File: config.mk
export PLATFORM = sky130hd
export DESIGN_NAME = nec_ir_frame_decoder
export DESIGN_NICKNAME = d
export VERILOG_FILES = /design/src/design/necir_pkg.sv /design/src/design/nec_ir_frame_decoder.sv /design/src/design/necir_classify.sv
export SDC_FILE = /design/constraint.sdc
export NUM_CORES = 1
export LEC_CHECK = 0
export ABC_AREA = 1
export BUFFER_PORTS_ARGS = -buffer_cell sky130_fd_sc_hd__buf_4
export CAP_MARGIN = 5
export CORE_UTILIZATION = 35
export CTS_BUF_LIST = sky130_fd_sc_hd__clkbuf_16
export DETAILED_ROUTE_END_ITERATION = 12
export GPL_ROUTABILITY_DRIVEN = 0
export SLEW_MARGIN = 15
export SYNTH_ARGS = -nofsm -noshare
export SYNTH_HDL_FRONTEND = slang
export SYNTH_SLANG_ARGS = --single-unit
File: constraint.sdc
create_clock -name aclk -period 10 [get_ports aclk]
set_input_delay 1 -clock aclk [delete_from_list [all_inputs] [get_ports aclk]]
set_output_delay 1 -clock aclk [all_outputs]
set_load 0.005 [all_outputs]
File: src/design/necir_pkg.sv
// ----------------------------------------------------------------------------
// necir_pkg
// Shared constants, types and helpers for the NEC infrared frame decoder.
// ----------------------------------------------------------------------------
package necir_pkg;

    // width of the duration fields on the ports
    localparam int FIELD_W = 16;
    // durations are saturated to this many bits before matching
    localparam int DURATION_WIDTH = 16;
    localparam logic [31:0] DURATION_MAX = 32'((64'd1 << DURATION_WIDTH) - 64'd1);

    // durations are compared after scaling by 100, so windows need 7 more bits
    localparam int SCALED_W = FIELD_W + 7;

    localparam int TOL_W  = 6;
    localparam int DATA_W = 16;
    localparam int INDEX_W = 2;
    localparam int STATUS_W = 2;

    // configuration register indexes
    localparam logic [INDEX_W-1:0] REG_TOLERANCE = 2'd0;
    localparam logic [INDEX_W-1:0] REG_EXP_ADDR  = 2'd1;
    localparam logic [INDEX_W-1:0] REG_EXP_CMD   = 2'd2;

    localparam logic [TOL_W-1:0] TOL_RESET = 6'd25;

    // result status codes
    localparam logic [STATUS_W-1:0] ST_OK         = 2'd0;
    localparam logic [STATUS_W-1:0] ST_BAD_HEADER = 2'd1;
    localparam logic [STATUS_W-1:0] ST_BAD_BIT    = 2'd2;

    // nominal durations in microseconds
    localparam logic [13:0] NOM_HDR_MARK  = 14'd9000;
    localparam logic [13:0] NOM_HDR_SPACE = 14'd4500;
    localparam logic [13:0] NOM_SHORT     = 14'd560;
    localparam logic [13:0] NOM_LONG      = 14'd1690;

    // acceptance window, both bounds scaled by 100
    typedef struct packed {
        logic [SCALED_W-1:0] lo;
        logic [SCALED_W-1:0] hi;
    } window_t;

    typedef struct packed {
        window_t hdr_mark;
        window_t hdr_space;
        window_t short_pulse;
        window_t long_pulse;
    } windows_t;

    typedef struct packed {
        logic hdr_ok;
        logic one_ok;
        logic zero_ok;
    } pair_match_t;

    function automatic window_t make_window(input logic [13:0] nominal,
                                            input logic [TOL_W-1:0] tol);
        logic [7:0] lower;
        logic [7:0] upper;
        window_t    w;
        lower = 8'd100 - {2'b00, tol};
        upper = 8'd100 + {2'b00, tol};
        w.lo  = SCALED_W'(nominal) * SCALED_W'(lower);
        w.hi  = SCALED_W'(nominal) * SCALED_W'(upper);
        return w;
    endfunction

    function automatic windows_t make_windows(input logic [TOL_W-1:0] tol);
        windows_t ws;
        ws.hdr_mark    = make_window(NOM_HDR_MARK, tol);
        ws.hdr_space   = make_window(NOM_HDR_SPACE, tol);
        ws.short_pulse = make_window(NOM_SHORT, tol);
        ws.long_pulse  = make_window(NOM_LONG, tol);
        return ws;
    endfunction

endpackage

File: src/design/nec_ir_frame_decoder.sv
// ----------------------------------------------------------------------------
// nec_ir_frame_decoder
// Decodes NEC infrared frames from measured mark/space duration pairs.
// ----------------------------------------------------------------------------
// Input beats (s_*) carry one mark/space pair each, with s_burst_start set on
// the first pair of a burst, which must be the 9000/4500 us header. The next
// 32 pairs are data bits, MSB first; the 32nd gives one result beat (m_*) with
// address, command and the match flag. A bad header or bad bit gives an error
// beat and the decoder ignores pairs until the next burst start.
// Configuration goes through cfg_we/cfg_index/cfg_wdata while no frame is in
// flight; the tolerance write recomputes the scaled windows in the same edge.
// A pair waits in the input register until the result slot is free or emptied,
// then any result it gives is loaded into the result register. Throughput: one
// pair per cycle while results are taken, set by the single decode stage in between.
// If the receiver stalls, one result waits in the output register while the
// next pair is still taken into the input register; s_ready then drops.
// Reset returns tolerance to 25 percent, expected address and command to 0,
// and the decoder to waiting for a burst start with no beats held.
module nec_ir_frame_decoder (
    input  logic                            aclk,
    input  logic                            aresetn,

    input  logic                            cfg_we,
    input  logic [necir_pkg::INDEX_W-1:0]   cfg_index,
    input  logic [necir_pkg::DATA_W-1:0]    cfg_wdata,

    input  logic                            s_valid,
    output logic                            s_ready,
    input  logic                            s_burst_start,
    input  logic [necir_pkg::FIELD_W-1:0]   s_mark_us,
    input  logic [necir_pkg::FIELD_W-1:0]   s_space_us,

    output logic                            m_valid,
    input  logic                            m_ready,
    output logic [necir_pkg::STATUS_W-1:0]  m_status,
    output logic [15:0]                     m_address,
    output logic [15:0]                     m_command,
    output logic                            m_matched
);

    localparam logic PH_WAIT = 1'b0;
    localparam logic PH_BITS = 1'b1;

    // configuration
    necir_pkg::windows_t windows_reg;
    logic [15:0]         exp_addr_reg;
    logic [15:0]         exp_cmd_reg;

    // input register
    logic                           in_vld_reg;
    logic                           in_start_reg;
    logic [necir_pkg::FIELD_W-1:0]  in_mark_reg;
    logic [necir_pkg::FIELD_W-1:0]  in_space_reg;

    // decode state
    logic        phase_reg, phase_next;
    logic [4:0]  bit_cnt_reg, bit_cnt_next;
    logic [31:0] frame_reg, frame_next;

    // result register
    logic                           out_vld_reg;
    logic [necir_pkg::STATUS_W-1:0] out_status_reg, out_status_next;
    logic [15:0]                    out_addr_reg, out_addr_next;
    logic [15:0]                    out_cmd_reg, out_cmd_next;
    logic                           out_match_reg, out_match_next;
    logic                           res_vld;

    necir_pkg::pair_match_t pair_match;
    logic                   advance;
    logic                   bit_val;

    necir_classify u_classify (
        .mark_us    (in_mark_reg),
        .space_us   (in_space_reg),
        .windows    (windows_reg),
        .pair_match (pair_match)
    );

    // the input beat moves on whenever the result slot is free or being emptied
    assign advance = in_vld_reg && (!out_vld_reg || m_ready);
    assign s_ready = !in_vld_reg || advance;

    assign m_valid   = out_vld_reg;
    assign m_status  = out_status_reg;
    assign m_address = out_addr_reg;
    assign m_command = out_cmd_reg;
    assign m_matched = out_match_reg;

    always_ff @(posedge aclk) begin
        if (!aresetn) begin
            windows_reg  <= necir_pkg::make_windows(necir_pkg::TOL_RESET);
            exp_addr_reg <= '0;
            exp_cmd_reg  <= '0;
        end else if (cfg_we) begin
            unique case (cfg_index)
                necir_pkg::REG_TOLERANCE: begin
                    windows_reg <= necir_pkg::make_windows(cfg_wdata[necir_pkg::TOL_W-1:0]);
                end
                necir_pkg::REG_EXP_ADDR: begin
                    exp_addr_reg <= cfg_wdata[15:0];
                end
                necir_pkg::REG_EXP_CMD: begin
                    exp_cmd_reg <= cfg_wdata[15:0];
                end
                default: begin
                end
            endcase
        end
    end

    always_comb begin
        phase_next      = phase_reg;
        bit_cnt_next    = bit_cnt_reg;
        frame_next      = frame_reg;
        res_vld         = 1'b0;
        out_status_next = necir_pkg::ST_OK;
        out_addr_next   = '0;
        out_cmd_next    = '0;
        out_match_next  = 1'b0;
        bit_val         = pair_match.one_ok;

        if (in_start_reg) begin
            bit_cnt_next = '0;
            frame_next   = '0;
            if (pair_match.hdr_ok) begin
                phase_next = PH_BITS;
            end else begin
                phase_next      = PH_WAIT;
                res_vld         = 1'b1;
                out_status_next = necir_pkg::ST_BAD_HEADER;
            end
        end else if (phase_reg == PH_BITS) begin
            if (pair_match.one_ok || pair_match.zero_ok) begin
                frame_next = {frame_reg[30:0], bit_val};
                if (bit_cnt_reg == 5'd31) begin
                    phase_next     = PH_WAIT;
                    bit_cnt_next   = '0;
                    res_vld        = 1'b1;
                    out_addr_next  = frame_next[31:16];
                    out_cmd_next   = frame_next[15:0];
                    out_match_next = (frame_next[31:16] == exp_addr_reg)
                                  && (frame_next[15:0] == exp_cmd_reg);
                end else begin
                    bit_cnt_next = bit_cnt_reg + 5'd1;
                end
            end else begin
                phase_next      = PH_WAIT;
                bit_cnt_next    = '0;
                res_vld         = 1'b1;
                out_status_next = necir_pkg::ST_BAD_BIT;
            end
        end
    end

    always_ff @(posedge aclk) begin
        if (!aresetn) begin
            in_vld_reg  <= 1'b0;
            out_vld_reg <= 1'b0;
            phase_reg   <= PH_WAIT;
            bit_cnt_reg <= '0;
            frame_reg   <= '0;
        end else begin
            if (s_valid && s_ready) begin
                in_vld_reg <= 1'b1;
            end else if (advance) begin
                in_vld_reg <= 1'b0;
            end

            if (advance) begin
                phase_reg   <= phase_next;
                bit_cnt_reg <= bit_cnt_next;
                frame_reg   <= frame_next;
            end

            if (advance && res_vld) begin
                out_vld_reg <= 1'b1;
            end else if (m_ready) begin
                out_vld_reg <= 1'b0;
            end
        end
    end

    // payload registers
    always_ff @(posedge aclk) begin
        if (s_valid && s_ready) begin
            in_start_reg <= s_burst_start;
            in_mark_reg  <= s_mark_us;
            in_space_reg <= s_space_us;
        end
        if (advance && res_vld) begin
            out_status_reg <= out_status_next;
            out_addr_reg   <= out_addr_next;
            out_cmd_reg    <= out_cmd_next;
            out_match_reg  <= out_match_next;
        end
    end

endmodule

File: src/design/necir_classify.sv
// ----------------------------------------------------------------------------
// necir_classify
// Matches one mark/space pair against the header and data bit windows.
// ----------------------------------------------------------------------------
module necir_classify (
    input  logic [necir_pkg::FIELD_W-1:0] mark_us,
    input  logic [necir_pkg::FIELD_W-1:0] space_us,
    input  necir_pkg::windows_t           windows,
    output necir_pkg::pair_match_t        pair_match
);

    logic [necir_pkg::FIELD_W-1:0]  mark_clip;
    logic [necir_pkg::FIELD_W-1:0]  space_clip;
    logic [necir_pkg::SCALED_W-1:0] mark_scaled;
    logic [necir_pkg::SCALED_W-1:0] space_scaled;
    logic                           hdr_mark_ok;
    logic                           hdr_space_ok;
    logic                           short_mark_ok;
    logic                           short_space_ok;
    logic                           long_space_ok;

    function automatic logic in_window(input logic [necir_pkg::SCALED_W-1:0] scaled,
                                       input necir_pkg::window_t w);
        // floor(lo/100) <= d  <=>  lo <= 100d + 99 ; d <= floor(hi/100)  <=>  100d <= hi
        return ((scaled + necir_pkg::SCALED_W'(99)) >= w.lo) && (scaled <= w.hi);
    endfunction

    always_comb begin
        mark_clip  = (32'(mark_us) > necir_pkg::DURATION_MAX)
                   ? necir_pkg::FIELD_W'(necir_pkg::DURATION_MAX) : mark_us;
        space_clip = (32'(space_us) > necir_pkg::DURATION_MAX)
                   ? necir_pkg::FIELD_W'(necir_pkg::DURATION_MAX) : space_us;
        mark_scaled  = necir_pkg::SCALED_W'(mark_clip) * necir_pkg::SCALED_W'(100);
        space_scaled = necir_pkg::SCALED_W'(space_clip) * necir_pkg::SCALED_W'(100);

        hdr_mark_ok    = in_window(mark_scaled, windows.hdr_mark);
        hdr_space_ok   = in_window(space_scaled, windows.hdr_space);
        short_mark_ok  = in_window(mark_scaled, windows.short_pulse);
        short_space_ok = in_window(space_scaled, windows.short_pulse);
        long_space_ok  = in_window(space_scaled, windows.long_pulse);

        pair_match.hdr_ok  = hdr_mark_ok && hdr_space_ok;
        pair_match.one_ok  = short_mark_ok && long_space_ok;
        pair_match.zero_ok = short_mark_ok && short_space_ok;
    end

endmodule
### Yosys cells after proc, flatten, opt, wreduce, memory -nomap -nowiden

Cells that the tools add are included.
Widths: inputs -> output; s select.

* flip-flop bits (word level): 279
* bits of input ports: 56
* output and inout bits: 37
* logic and storage cells: 108

* add/sub/neg operators: 5
* $mul: 10
* order comparisons: 10
* eq/ne operators: 5
* muxes and demuxes: 25
* bitwise gates (word level): 3
* reductions and logical operators: 28

Operators with widths (number)
* $mux 31: 3
* $mul 11x8->19 const A: 4
* $add 23x7->23 const B: 2
* $ge 23x18->1: 2
* $le 23x18->1: 2
* $mul 16x5->21 const B: 2
* $mul 10x8->18 const A: 2
* $eq 16x16->1: 2
* $mul 6x8->14 const A: 2
* $ge 23x19->1: 1
* $ge 23x21->1: 1
* $ge 23x22->1: 1
* $le 23x19->1: 1
* $le 23x21->1: 1
* $le 23x22->1: 1
* $mux 5: 4
* $mux 1: 15
* $logic_and 1x1->1: 12
* $add 7x6->8 const A: 1
* $reduce_and 2->1: 4
* $reduce_bool 2->1: 4
* $sub 7x6->8 const A: 1
* $mux 2: 3
* $add 5x1->5 const B: 1
* 9 further kinds: 14

### Longest topological paths before layout

Gate-level depths: netlist (run 1).

* depth after elaboration: 11
* depth in mapped cells: 37
* mapped depth without buffers: 37

### Cells and area by module

Synthesis (run 1) repeated with hierarchy kept, for this count alone.

* cell total of the unflattened synthesis: 3449
* area, all modules: 25015.2 um^2

Modules (own cells, without submodules)
* nec_ir_frame_decoder: instances 1, cells an instance 1891, area an instance 15094.5 um^2, sequential area each 5245.0 um^2
* necir_classify: instances 1, cells an instance 1558, area an instance 9920.8 um^2, sequential area each 0.0 um^2

### Least setup slack after synthesis (run 1)

OpenSTA, ideal clock, no wires.

* kind: flip-flop to flip-flop
* from: register in_space_reg[2] in the netlist's numbering
* to: register out_addr_reg[0] (netlist: m_address[0]), enable pin
* setup time: 390 ps
* arrival time: 5104 ps
* required time: 9610 ps
* path slack: 4506 ps
* cell stages (with the launch flop): 32
* cells stage by stage: edfxtp_1 ha_1 ha_1 fa_1 ha_1 nand2_1 nand2_2 inv_2 nand2_1 nor2_2 nand2_2 nor2_4 nand2_2 nor2_1 xor2_1 inv_1 ha_1 nand2_1 o21ai_0 a21oi_1 o21ai_0 nand2_1 inv_1 o21ai_0 nand3b_1 nor2_1 nand3_1 nand2_2 nand3_1 nand3_1 nand2_1 inv_1

* longest elaborated chain between the ends: 10
* elaborated cells between the ends (all ways): 20

RTL lines
* from (decl): line nec_ir_frame_decoder.sv:53 `logic [necir_pkg::FIELD_W-1:0] in_space_reg;`
* from (signal assigned): line nec_ir_frame_decoder.sv:188 `in_space_reg <= s_space_us;`
* $mul 16x5->21 (*): line necir_classify.sv:34 `space_scaled = necir_pkg::SCALED_W'(space_clip) * necir_pkg::SCALED_W'(100);`
* $add 23x7->23: line necir_classify.sv:25 `return ((scaled + necir_pkg::SCALED_W'(99)) >= w.lo) && (scaled <= w.hi);`
* $ge 23x19->1 or $ge 23x18->1 (tied branches): line necir_classify.sv:25
* $logic_and 1x1->1: line necir_classify.sv:25
* $logic_and 1x1->1, on equally long branches: line necir_classify.sv:43, necir_classify.sv:44
* $logic_or 1x1->1: line nec_ir_frame_decoder.sv:133 `if (pair_match.one_ok || pair_match.zero_ok) begin`
* $mux 1: line nec_ir_frame_decoder.sv:133
* $mux 1: line nec_ir_frame_decoder.sv:132 `end else if (phase_reg == PH_BITS) begin`
* $mux 1 (*): line nec_ir_frame_decoder.sv:122 `if (in_start_reg) begin`
* $logic_and 1x1->1 (*): line nec_ir_frame_decoder.sv:190 `if (advance && res_vld) begin`
* to (signal assigned): line nec_ir_frame_decoder.sv:192 `out_addr_reg <= out_addr_next;`
* to (decl): line nec_ir_frame_decoder.sv:63 `logic [15:0] out_addr_reg, out_addr_next;`

Mark *: on every way between the ends. The rest lies on a longest branch, timed or not.
A chain may end at the register's enable or synchronous reset.

### Worst setup path after layout (run 1)

* from: register in_mark_reg[2] in the netlist's numbering
* to: register out_addr_reg[1] (netlist: m_address[1]), enable pin

* longest elaborated chain between the ends: 10
* elaborated cells between the ends (all ways): 17

RTL lines
* from (decl): line nec_ir_frame_decoder.sv:52 `logic [necir_pkg::FIELD_W-1:0] in_mark_reg;`
* from (signal assigned): line nec_ir_frame_decoder.sv:187 `in_mark_reg <= s_mark_us;`
* $mul 16x5->21 (*): line necir_classify.sv:33 `mark_scaled = necir_pkg::SCALED_W'(mark_clip) * necir_pkg::SCALED_W'(100);`
* $add 23x7->23: line necir_classify.sv:25
* $ge 23x18->1: line necir_classify.sv:25
* $logic_and 1x1->1: line necir_classify.sv:25
* $logic_and 1x1->1, on equally long branches: line necir_classify.sv:43, necir_classify.sv:44
* $logic_or 1x1->1: line nec_ir_frame_decoder.sv:133
* $mux 1: line nec_ir_frame_decoder.sv:133
* $mux 1: line nec_ir_frame_decoder.sv:132
* $mux 1 (*): line nec_ir_frame_decoder.sv:122
* $logic_and 1x1->1 (*): line nec_ir_frame_decoder.sv:190

Marks and branches as above.

==> results of run 1 <==
cells in the final DEF (no fill, tap or decap), types with 4 or more instances in the layout:
master     count
o21bai_1       7
o22ai_1        5
edfxtp_1      68
nand2_2       53
clkinv_1       4
a21oi_2       28
a31oi_1        4
nor3_1        17
o221ai_1      13
o211ai_1      29
nor4_1         5
nand2_1      509
nand3_2        7
dfxtp_1      161
ha_1         450
inv_1        632
o31ai_1        4
a211oi_1       6
or2_2          6
xnor2_1       37
clkbuf_16     28
nor2_4         4
nor2_2        10
xor2_1        46
a21oi_1      234
clkinv_2       6
and2_1         5
fa_1          75
nand4_1       46
nor2_1       177
o21ai_0      137
nand3_1      111
inv_2         10
nand3b_1       4
buf_4        103
final cells by class:
cell class | instances | share of cell area (%)
well taps | 846 | 4.21
clock buffers | 28 | 2.79
clock inverters | 19 | 0.622
multi-input cells | 2049 | 58.8
repair buffers | 103 | 3.08
flip-flops and latches | 229 | 20.9
inverters | 639 | 9.54
routing by layer:
| metal | vias to the layer above | GRT usage, % |
|---|---|---|
| met5 | - | 0 |
| met4 | 0 | 5.03 |
| met3 | 73 | 2.15 |
| met2 | 356 | 31.1 |
| met1 | 8604 | 24.5 |
| li1 | 9794 | - |
stage by stage:
stage                     total power (W)  instances
final                             0.00494       3913
after global routing              0.00541       3913
after CTS                         0.00495       3913
after detailed placement          0.00395       3866
after global placement            0.00393       3866
after floorplan                   0.00318       2966
where the power goes:
part / total (W) / internal [W] / switching (W) / leakage, nW
combinational: 0.00295 / 0.00106 / 0.00189 / 10.5
sequential: 0.00102 / 0.000998 / 0.0000237 / 2.03
clock: 0.000971 / 0.000557 / 0.000414 / 0.435
total: 0.00494 / 0.00261 / 0.00233 / 13.0
path summary, 6_finish.rpt:
check	slack, ps	depth (start not counted)	to	from
max	3810	31	m_address[1]	in_mark_reg[2]
min	460	2	exp_cmd_reg[8]	exp_cmd_reg[8]
max reg2reg	3810	31	m_address[1]	in_mark_reg[2]
min reg2reg	460	2	exp_cmd_reg[8]	exp_cmd_reg[8]
logic make-up after synthesis:
logic type	after synthesis
AND/OR/NAND/NOR	961
buffers and inverters	688
adder cells (fa/ha/maj)	525
AO/OA/AOI/OAI	480
flip-flops	229
XOR/XNOR	83
worst max-delay path: cells and delay by family, from the launching register on:
family / cells / cell delay, ps
AND/OR/NAND/NOR: 19 / 1990
adder cells (fa/ha/maj): 5 / 1950
buffers and inverters: 3 / 590
AO/OA/AOI/OAI: 3 / 550
flip-flops: 1 / 500
XOR/XNOR: 1 / 250
==> key figures, run 1 <==
Status
  • Outcome: finished, final reports clean

Synth
  • Distinct cell type count after synthesis: 48
  • Top cells by area, synth: ha_1 (25%), dfxtp_1 (14%), inv_1 (10%)
  • Number of register bits inferred by synthesis: 229
  • Synth Instances: 2966
  • Compound-gate portion of the synthesized area: 12.0%
  • Number of enable-type register cells in the synthesized netlist: 68
  • Mapped cell area: 22700 um2
  • Most common cell in the synthesized netlist: inv_1
  • Multiplexer area fraction after synthesis: 0%
  • Register area share after synthesis: 23.2%
  • Leading cell types by count after synthesis: inv_1 (628), nand2_1 (509), ha_1 (450), a21oi_1 (234), nor2_1 (177)
  • Syn_nets: 3547
  • Number of warnings reported in the yosys synthesis log: 0
  • Primary FF master, synth: dfxtp_1
  • Combinational family with the most area after synthesis: adder cells
  • XOR/XNOR share of the synthesized area: 3.21%
  • Async set-or-reset flop fraction in the synthesized netlist: 0%
  • Area share of fa/ha/maj cells after synthesis: 31.5%
  • Cell type with the largest total area after synthesis: ha_1
  • Syn avg cell area: 7.64 um2
  • Synthesized-area fraction occupied by and/or/nand/nor cells: 18.5%
  • Area share of the largest cell type after synthesis: 24.8%

Pwr
  • Leak pwr: 13.0 nW
  • Worst voltage drop across the vdd grid: 0.132 mV
  • PwrDens: 197 nW/um2

Die
  • Core box area: 63500 um2
  • Die boundary height: 257 um
  • # IOs: 93
  • Number of standard-cell rows in the floorplan: 92
  • Die Footprint: 65800 um2
  • Chip width: 257 um
  • Effective utilization at floorplan: 35.7%

Timing
  • Setup repair after global routing missed its margin: false
  • Achievable clock frequency: 161 MHz
  • Final worst-path cycle share: 61.9%
  • Number of hold-slack violations in the final timing report: 0
  • Worst-margin pin slew: 1010 ps
  • Final count of pins violating max slew: 0
  • Worst setup slack after layout: 3810 ps
  • Setup violators final: 0
  • Worst slew margin relative to its limit: 32.9%
  • Final-layout setup total negative slack: 0 ps
  • Worst clock skew on the final layout: 11.6 ps
  • Final worst path period need: 6190 ps
  • Minimum hold slack: 460 ps

Cells and area
  • Synthesis-to-finish area growth: 10.9%
  • Area occupied by multi-input gates: 14800 um2
  • Post-layout net count: 3629
  • Max FFs per register: 90
  • Post-route design area: 25100 um2
  • Fill cell count: 6649
  • FF/Latch Area: 5270 um2
  • Post-Route Utilization: 39.6%
  • Share of layout cells above drive strength 1: 8.61%
  • Number of diodes: 0

Clocking
  • Cts-stage hold buffer count: 0
  • Count of clock tree sinks: 229
  • TritonCTS clock tree: yes
  • Insertion delay to the later sink of the worst-skew pair: 570 ps
  • Master cell of the clock root buffer: clkbuf_16
  • Buffer count from post-CTS setup fixing: 0
  • TritonCTS buffer count: 26
  • Number of levels the H-tree was split into: 1
  • Number of buffers between clock root and the deepest sink: 3
  • Clock slew at reported path FFs: 60 ps
  • Post-cts resize count: 0

Setup path
  • WS Path Type: reg2reg
  • Data arrival time at the worst-slack endpoint: 6410 ps
  • Data required time at the worst endpoint: 10210 ps
  • Critical Path Slowest Stage Cell: fa_1
  • Crit-path max FO: 33
  • Peak per-stage delay on the critical path: 700 ps
  • Critical path's most frequent cell: nand2_1
  • Kind of end point of the critical path: flop
  • Nature of the critical path startpoint: flop

Drt
  • Routed length per placed instance: 15.5 um
  • Total met2 wirelength after detailed routing: 28.1 mm
  • Top Layer Used: met4
  • Total length of routed wires: 60.5 mm
  • Detailed-routed wire length on met3: 2.83 mm
  • Detailed-route wire length on metal 1: 28.0 mm
  • 1st-pass router iterations: 6
  • Starting DRT DRC Count: 1003
  • Vias per std cell: 4.81
  • Remaining antenna violation count: 0
  • Number of remaining DRC errors: 0
  • Number of vias in the routed layout: 18.8k

GRT
  • Global route total overflow: 0
  • Number of antenna violations at the first check in global routing: 1
  • Pin count of the biggest net entering global routing: 81
  • Via count of the first global-routing pass: 17.8k
  • Global-route wire length before repair: 96.7 mm
  • Total routing resource utilization after global routing: 18.3%

Placement
  • Placed standard-cell area: 24300 um2
  • PortBufs: 92
  • Dpl hpwl: 49.8 mm
  • Post-placement setup slack: 3590 ps

Flow run
  • Count of max-cap constraint violations: 0

Min path
  • Class of the tightest hold or removal check: reg2reg
(Power assumes the default switching activity.)
==> run 2, diff against run 1 <==
==> constraint.sdc (replaced) <==
create_clock -name aclk -period 6 [get_ports aclk]
set_input_delay 0.6 -clock aclk [delete_from_list [all_inputs] [get_ports aclk]]
set_output_delay 0.6 -clock aclk [all_outputs]
set_load 0.005 [all_outputs]
==> run 2 against run 1 <==
Sequential share of layout area shrank 0.31 points. Setup slack got worse by 3400 ps. Non-clock buffer count is 29 higher. Global-route usage decreased by 0.055 points. Total power up 68%. Largest cell class unchanged. Wire length down 0.57%. Highest routed layer unchanged. Utilization up 0.59 points. Worst hold slack worse by 270 ps. Critical endpoint is now m_address[13]. Die area did not move. Register-to-register slack worse by 3400 ps.
==> key figures, run 2 (synthesis gave the netlist of run 1 again) <==
Status
  • Outcome: finished, final reports clean (unchanged)

Cells and area
  • Number of diodes: 0 (unchanged)
  • Post-layout net count: 3661 (was 3629)
  • Max FFs per register: 90 (unchanged)
  • Most common cell after layout, fill and taps aside: inv_1 (unchanged)
  • Share of layout cells above drive strength 1: 9.93% (was 8.61%)
  • Commonest cells after routing, fill and taps aside: inv_1 (633), nand2_1 (506), ha_1 (447) (was inv_1 (632), nand2_1 (509), ha_1 (450))
  • Post-route design area: 25500 um2 (was 25100 um2)
  • Synthesis-to-finish area growth: 12.6% (was 10.9%)

Timing
  • Final worst path period need: 5560 ps (was 6190 ps)
  • Final-layout setup total negative slack: 0 ps (unchanged)
  • Setup violators final: 0 (unchanged)
  • Worst clock skew on the final layout: 26.1 ps (was 11.6 ps)
  • Worst-margin pin slew: 928 ps (was 1010 ps)
  • Achievable clock frequency: 180 MHz (was 161 MHz)
  • Final count of pins violating max slew: 0 (unchanged)
  • Final worst-path cycle share: 92.6% (was 61.9%)
  • Worst slew margin relative to its limit: 38.2% (was 32.9%)
  • Number of hold-slack violations in the final timing report: 0 (unchanged)

GRT
  • Total routing resource utilization after global routing: 18.3% (about the same)
  • Met3 Resource Use GR: 2.48% (was 2.15%)
  • Number of antenna violations at the first check in global routing: 0 (was 1)
  • Global route total overflow: 0 (unchanged)
  • Via count of the first global-routing pass: 18.2k (was 17.8k)
  • Global-route wire length before repair: 96.4 mm (was 96.7 mm)
  • Global-route track usage on met2: 30.6% (was 31.1%)
  • Met1 GRT Util: 24.7% (was 24.5%)
  • Pin count of the biggest net entering global routing: 61 (was 81)
  • Busiest metal layer after global routing: met2 (unchanged)

Clocking
  • TritonCTS clock tree: yes (unchanged)
  • Number of levels the H-tree was split into: 1 (unchanged)
  • Master cell of the clock root buffer: clkbuf_16 (unchanged)
  • Clock slew at reported path FFs: 60 ps (about the same)
  • Insertion delay to the later sink of the worst-skew pair: 600 ps (was 570 ps)
  • Number of buffers between clock root and the deepest sink: 3 (unchanged)
  • TritonCTS buffer count: 29 (was 26)
  • Count of clock tree sinks: 229 (unchanged)
  • Cts-stage hold buffer count: 0 (unchanged)

Setup path
  • Nature of the critical path startpoint: flop (unchanged)
  • Critical path's most frequent cell: nand2_1 (unchanged)
  • Data arrival time at the worst-slack endpoint: 5900 ps (was 6410 ps)
  • Critical Path Slowest Stage Cell: fa_1 (unchanged)
  • Crit-path max FO: 15 (was 33)
  • Peak per-stage delay on the critical path: 490 ps (was 700 ps)
  • WS Path Type: reg2reg (unchanged)
  • Data required time at the worst endpoint: 6350 ps (was 10210 ps)
  • Kind of end point of the critical path: flop (unchanged)

Drt
  • Vias per std cell: 4.79 (was 4.81)
  • Number of vias in the routed layout: 18.9k (was 18.8k)
  • Number of remaining DRC errors: 0 (unchanged)
  • Starting DRT DRC Count: 1262 (was 1003)
  • Routed length per placed instance: 15.2 um (was 15.5 um)
  • Remaining antenna violation count: 0 (unchanged)
  • Total length of routed wires: 60.2 mm (was 60.5 mm)
  • 1st-pass router iterations: 6 (unchanged)

Pwr
  • PwrDens: 325 nW/um2 (was 197 nW/um2)
  • Worst voltage drop across the vdd grid: 0.260 mV (was 0.132 mV)
  • Leak pwr: 13.2 nW (was 13.0 nW)

Die
  • Chip width: 257 um (unchanged)
  • Die boundary height: 257 um (unchanged)
  • Die Footprint: 65800 um2 (unchanged)
  • Core box area: 63500 um2 (unchanged)
  • Effective utilization at floorplan: 35.7% (unchanged)
  • Number of standard-cell rows in the floorplan: 92 (unchanged)
  • # IOs: 93 (unchanged)

Min path
  • Class of the tightest hold or removal check: in2reg (was reg2reg)

Placement
  • Placed standard-cell area: 24500 um2 (was 24300 um2)
  • Dpl hpwl: 49.2 mm (was 49.8 mm)
  • PortBufs: 92 (unchanged)

Flow run
  • Count of max-cap constraint violations: 0 (unchanged)
## run 2: path summary, 6_finish.rpt
path / startpoint / endpoint / slack [ps] / cells after the start
worst max register to register: in_mark_reg[6] / m_address[13] / 440 / 28
worst max-delay path: in_mark_reg[6] / m_address[13] / 440 / 28
worst min-delay path: s_space_us[13] / in_space_reg[13] / 190 / 1
worst min register to register: exp_cmd_reg[2] / exp_cmd_reg[2] / 460 / 2
## run 2: area by class of cell
cell class | instances | area [um2]
Inverter | 639 | 2400
Multi-Input combinational cell | 2049 | 14800
Sequential cell | 229 | 5270
Fill cell | 6588 | 38000
Clock inverter | 24 | 148
Timing Repair Buffer | 132 | 1060
Clock buffer | 30 | 751
Tap cell | 846 | 1060
## run 2: through the flow
stage               total power [W]  instances  util, %  setup WS [ps]  hold slack (ps)
floorplan                   0.00529       2966        -            506              435
global placement            0.00657       3889     38.6            317              446
detailed placement          0.00659       3889     38.6            275              454
CTS                         0.00828       3943     40.0            286              165
global route                0.00912       3949     40.2          -6.00              162
finish                      0.00830       3949     40.2            442              185
## run 2: timing repair
item,CTS,global route
setup buffers,0,5
gates resized for setup,0,17
setup endpoints to repair,0,98
## run 2: per-layer routing
metal | wire (um) | part of all wire [%] | up-vias
met5 | 0 | 0 | -
met4 | 1350 | 2.3 | 0
met3 | 3250 | 5.4 | 84
met2 | 27500 | 46 | 391
met1 | 28100 | 47 | 8576
li1 | - | - | 9864
## run 2: worst max-delay path, delay by kind of cell (launching register included)
kind                     cells  cell delay [ps]
adder cells (fa/ha/maj)      5             1790
flip-flops                   1              470
AO/OA/AOI/OAI                2              380
AND/OR/NAND/NOR             16             2220
buffers and inverters        5              450
## run 2: power by group
| part | switching (W) | leakage, nW | total (W) | internal, W |
|---|---|---|---|---|
| combinational | 0.00314 | 10.7 | 0.00495 | 0.00181 |
| clock | 0.000735 | 0.461 | 0.00165 | 0.000916 |
| sequential | 0.0000357 | 2.03 | 0.00170 | 0.00166 |
==> run 3, diff against run 2 <==
--- a/config.mk
+++ b/config.mk
@@ -8,10 +8,14 @@
 export ABC_AREA = 1
 export BUFFER_PORTS_ARGS = -buffer_cell sky130_fd_sc_hd__buf_4
 export CAP_MARGIN = 5
+export CELL_PAD_IN_SITES_DETAIL_PLACEMENT = 1
+export CELL_PAD_IN_SITES_GLOBAL_PLACEMENT = 2
+export CORE_ASPECT_RATIO = 0.8
 export CORE_UTILIZATION = 35
 export CTS_BUF_LIST = sky130_fd_sc_hd__clkbuf_16
 export DETAILED_ROUTE_END_ITERATION = 12
 export GPL_ROUTABILITY_DRIVEN = 0
+export PLACE_DENSITY_LB_ADDON = 0.1
 export SLEW_MARGIN = 15
 export SYNTH_ARGS = -nofsm -noshare
 export SYNTH_HDL_FRONTEND = slang
==> run 3 against run 2 <==
Non-clock buffer count up 27. Clock skew up 0.91 ps. Final cell count grew 0.84%. Sequential share of layout area fell by 0.40 points. Critical path type unchanged. Largest cell class unchanged.
==> key figures, run 3 (synthesis gave the netlist of run 1 again) <==
Setup path
  • Critical Path Slowest Stage Cell: fa_1 (unchanged)
  • Peak per-stage delay on the critical path: 490 ps (about the same)
  • Worst reg-to-reg path cell count: 32 (was 28)
  • Data required time at the worst endpoint: 6370 ps (was 6350 ps)
  • Capturing point of the worst reg2reg path: m_address[1] (was m_address[13])
  • Kind of end point of the critical path: flop (unchanged)
  • WS Path Type: reg2reg (unchanged)
  • Reg2reg start: in_mark_reg[4] (was in_mark_reg[6])
  • Critical path's most frequent cell: nand2_1 (unchanged)
  • Nature of the critical path startpoint: flop (unchanged)
  • Data arrival time at the worst-slack endpoint: 6070 ps (was 5900 ps)
  • Crit-path max FO: 9 (was 15)
  • Minimum setup slack among reg-to-reg paths: 310 ps (was 440 ps)
  • CP Launch Point: in_mark_reg[4] (was in_mark_reg[6])

GRT
  • Via count of the first global-routing pass: 20.6k (was 18.2k)
  • Global-route wire length before repair: 117 mm (was 96.4 mm)
  • Global route total overflow: 0 (unchanged)
  • Pin count of the biggest net entering global routing: 81 (was 61)
  • Number of antenna violations at the first check in global routing: 3 (was 0)
  • Total routing resource utilization after global routing: 22.7% (was 18.3%)

Timing
  • Final worst path period need: 5690 ps (was 5560 ps)
  • Final worst-path cycle share: 94.9% (was 92.6%)
  • Number of hold-slack violations in the final timing report: 0 (unchanged)
  • Worst clock skew on the final layout: 27.0 ps (was 26.1 ps)
  • Achievable clock frequency: 176 MHz (was 180 MHz)
  • Worst-margin pin slew: 910 ps (was 928 ps)
  • Final count of pins violating max slew: 0 (unchanged)
  • Setup violators final: 0 (unchanged)
  • Worst slew margin relative to its limit: 39.3% (was 38.2%)

Cells and area
  • Fill cell count: 7811 (was 6588)
  • Share of layout cells above drive strength 1: 11.6% (was 9.93%)
  • Commonest cells after routing, fill and taps aside: inv_1 (631), nand2_1 (497), ha_1 (441) (was inv_1 (633), nand2_1 (506), ha_1 (447))
  • Most common cell after layout, fill and taps aside: inv_1 (unchanged)
  • Final Instance Count excl. Fillers: 3982 (was 3949)
  • Max FFs per register: 90 (unchanged)
  • Post-route design area: 26000 um2 (was 25500 um2)
  • Synthesis-to-finish area growth: 14.8% (was 12.6%)
  • Post-layout net count: 3689 (was 3661)

Placement
  • Placed standard-cell area: 24600 um2 (was 24500 um2)
  • PortBufs: 92 (unchanged)
  • Cell count after placement: 3908 (was 3889)
  • Dpl hpwl: 61.3 mm (was 49.2 mm)

Min path
  • Origin of the worst min-delay path: s_space_us[12] (was s_space_us[13])
  • Class of the tightest hold or removal check: in2reg (unchanged)
  • Hold Path End: in_space_reg[12] (was in_space_reg[13])
  • Cell count of the worst hold path: 1 (unchanged)

Clocking
  • Number of buffers between clock root and the deepest sink: 3 (unchanged)
  • Cts-stage hold buffer count: 0 (unchanged)
  • TritonCTS clock tree: yes (unchanged)
  • Clock slew at reported path FFs: 60 ps (about the same)
  • Number of levels the H-tree was split into: 1 (unchanged)
  • Master cell of the clock root buffer: clkbuf_16 (unchanged)
  • TritonCTS buffer count: 30 (was 29)
  • Count of clock tree sinks: 229 (unchanged)
  • Insertion delay to the later sink of the worst-skew pair: 610 ps (was 600 ps)

Drt
  • 1st-pass router iterations: 5 (was 6)
  • Total length of routed wires: 74.0 mm (was 60.2 mm)
  • Starting DRT DRC Count: 758 (was 1262)
  • Number of vias in the routed layout: 19.7k (was 18.9k)
  • Routed length per placed instance: 18.6 um (was 15.2 um)
  • Vias per std cell: 4.95 (was 4.79)
  • Total met2 wirelength after detailed routing: 32.9 mm (was 27.5 mm)
  • Remaining antenna violation count: 0 (unchanged)
  • Detailed-route wire length on metal 1: 36.9 mm (was 28.1 mm)
  • Top Layer Used: met4 (unchanged)
  • Number of remaining DRC errors: 0 (unchanged)
  • Detailed-routed wire length on met3: 2.84 mm (was 3.25 mm)

Pwr
  • Worst voltage drop across the vdd grid: 0.238 mV (was 0.260 mV)
  • PwrDens: 345 nW/um2 (was 325 nW/um2)
  • Leak pwr: 13.4 nW (was 13.2 nW)

Die
  • Die boundary height: 230 um (was 257 um)
  • # IOs: 93 (unchanged)
  • Chip width: 287 um (was 257 um)
  • Effective utilization at floorplan: 35.4% (was 35.7%)
  • Core box area: 64100 um2 (was 63500 um2)
  • Number of standard-cell rows in the floorplan: 83 (was 92)
  • Die Footprint: 65800 um2 (about the same)

Status
  • Outcome: finished, final reports clean (unchanged)

Flow run
  • Count of max-cap constraint violations: 0 (unchanged)
run 3: cell count changes in the layout (fill, tap and decap cells not counted), sizes merged:
cell and change:
clkinv +1, clkbuf +5, bufinv +1, diode +1, buf +26, inv -6, clkinvlp +1
run 3: layer usage:
layer  track usage (%)  vias up
li1                  -     9894
met1              32.2     9482
met2              36.5      261
met3              2.98       70
met4              4.36        0
met5                 0        -
run 3: worst max-delay path by stage:
| stage | endpoint | slack (ps) | cells after the start |
|---|---|---|---|
| final | m_address[1] | 310 | 32 |
| after global routing | m_address[7] | -30 | 34 |
| after CTS | m_command[14] | 60 | 31 |
| after detailed placement | m_address[1] | 50 | 31 |
| after global placement | m_matched | 140 | 29 |
| after floorplan | m_address[0] | 510 | 31 |
run 3: layout make-up:
class | count | area, um2 | area share [%]
Timing Repair Buffer | 159 | 1270 | 4.88
Antenna cell | 1 | 2.50 | 0.00961
Tap cell | 850 | 1060 | 4.09
Sequential cell | 229 | 5270 | 20.2
Inverter | 639 | 2400 | 9.23
Clock inverter | 21 | 155 | 0.596
Clock buffer | 34 | 851 | 3.27
Multi-Input combinational cell | 2049 | 15000 | 57.7
run 3: worst max-delay path, delay by kind of cell (launching register included):
kind	cells	cell delay, ps
AOI/OAI and AO/OA	2	300
xor gates and xnor gates	1	240
adders and majority gates	5	1780
buffers and inverters	5	460
DFF	1	430
and+or+nand+nor	19	2240
run 3: power breakdown:
part,total [W],switching [W],internal (W)
Clock,0.00183,0.000775,0.00106
Sequential,0.00170,0.0000369,0.00166
Combinational,0.00546,0.00349,0.00197
run 3: through the flow:
stage	total power, W	util (%)	hold slack [ps]	setup slack [ps]	setup TNS, ps
2_1_floorplan	0.00529	-	435	506	0
3_3_place_gp	0.00684	38.4	447	137	0
3_5_place_dp	0.00701	38.4	456	48.5	0
4_1_cts	0.00892	40.0	113	63.3	0
5_1_grt	0.00988	40.6	132	-27.6	-387
6_report	0.00899	40.6	160	306	0
run 3: timing repair:
item | in CTS | in global routing
endpoints found under the hold margin | 0 | 0
buffers inserted | 0 | 15
gates resized for setup | 0 | 57
setup endpoints to repair | 0 | 101
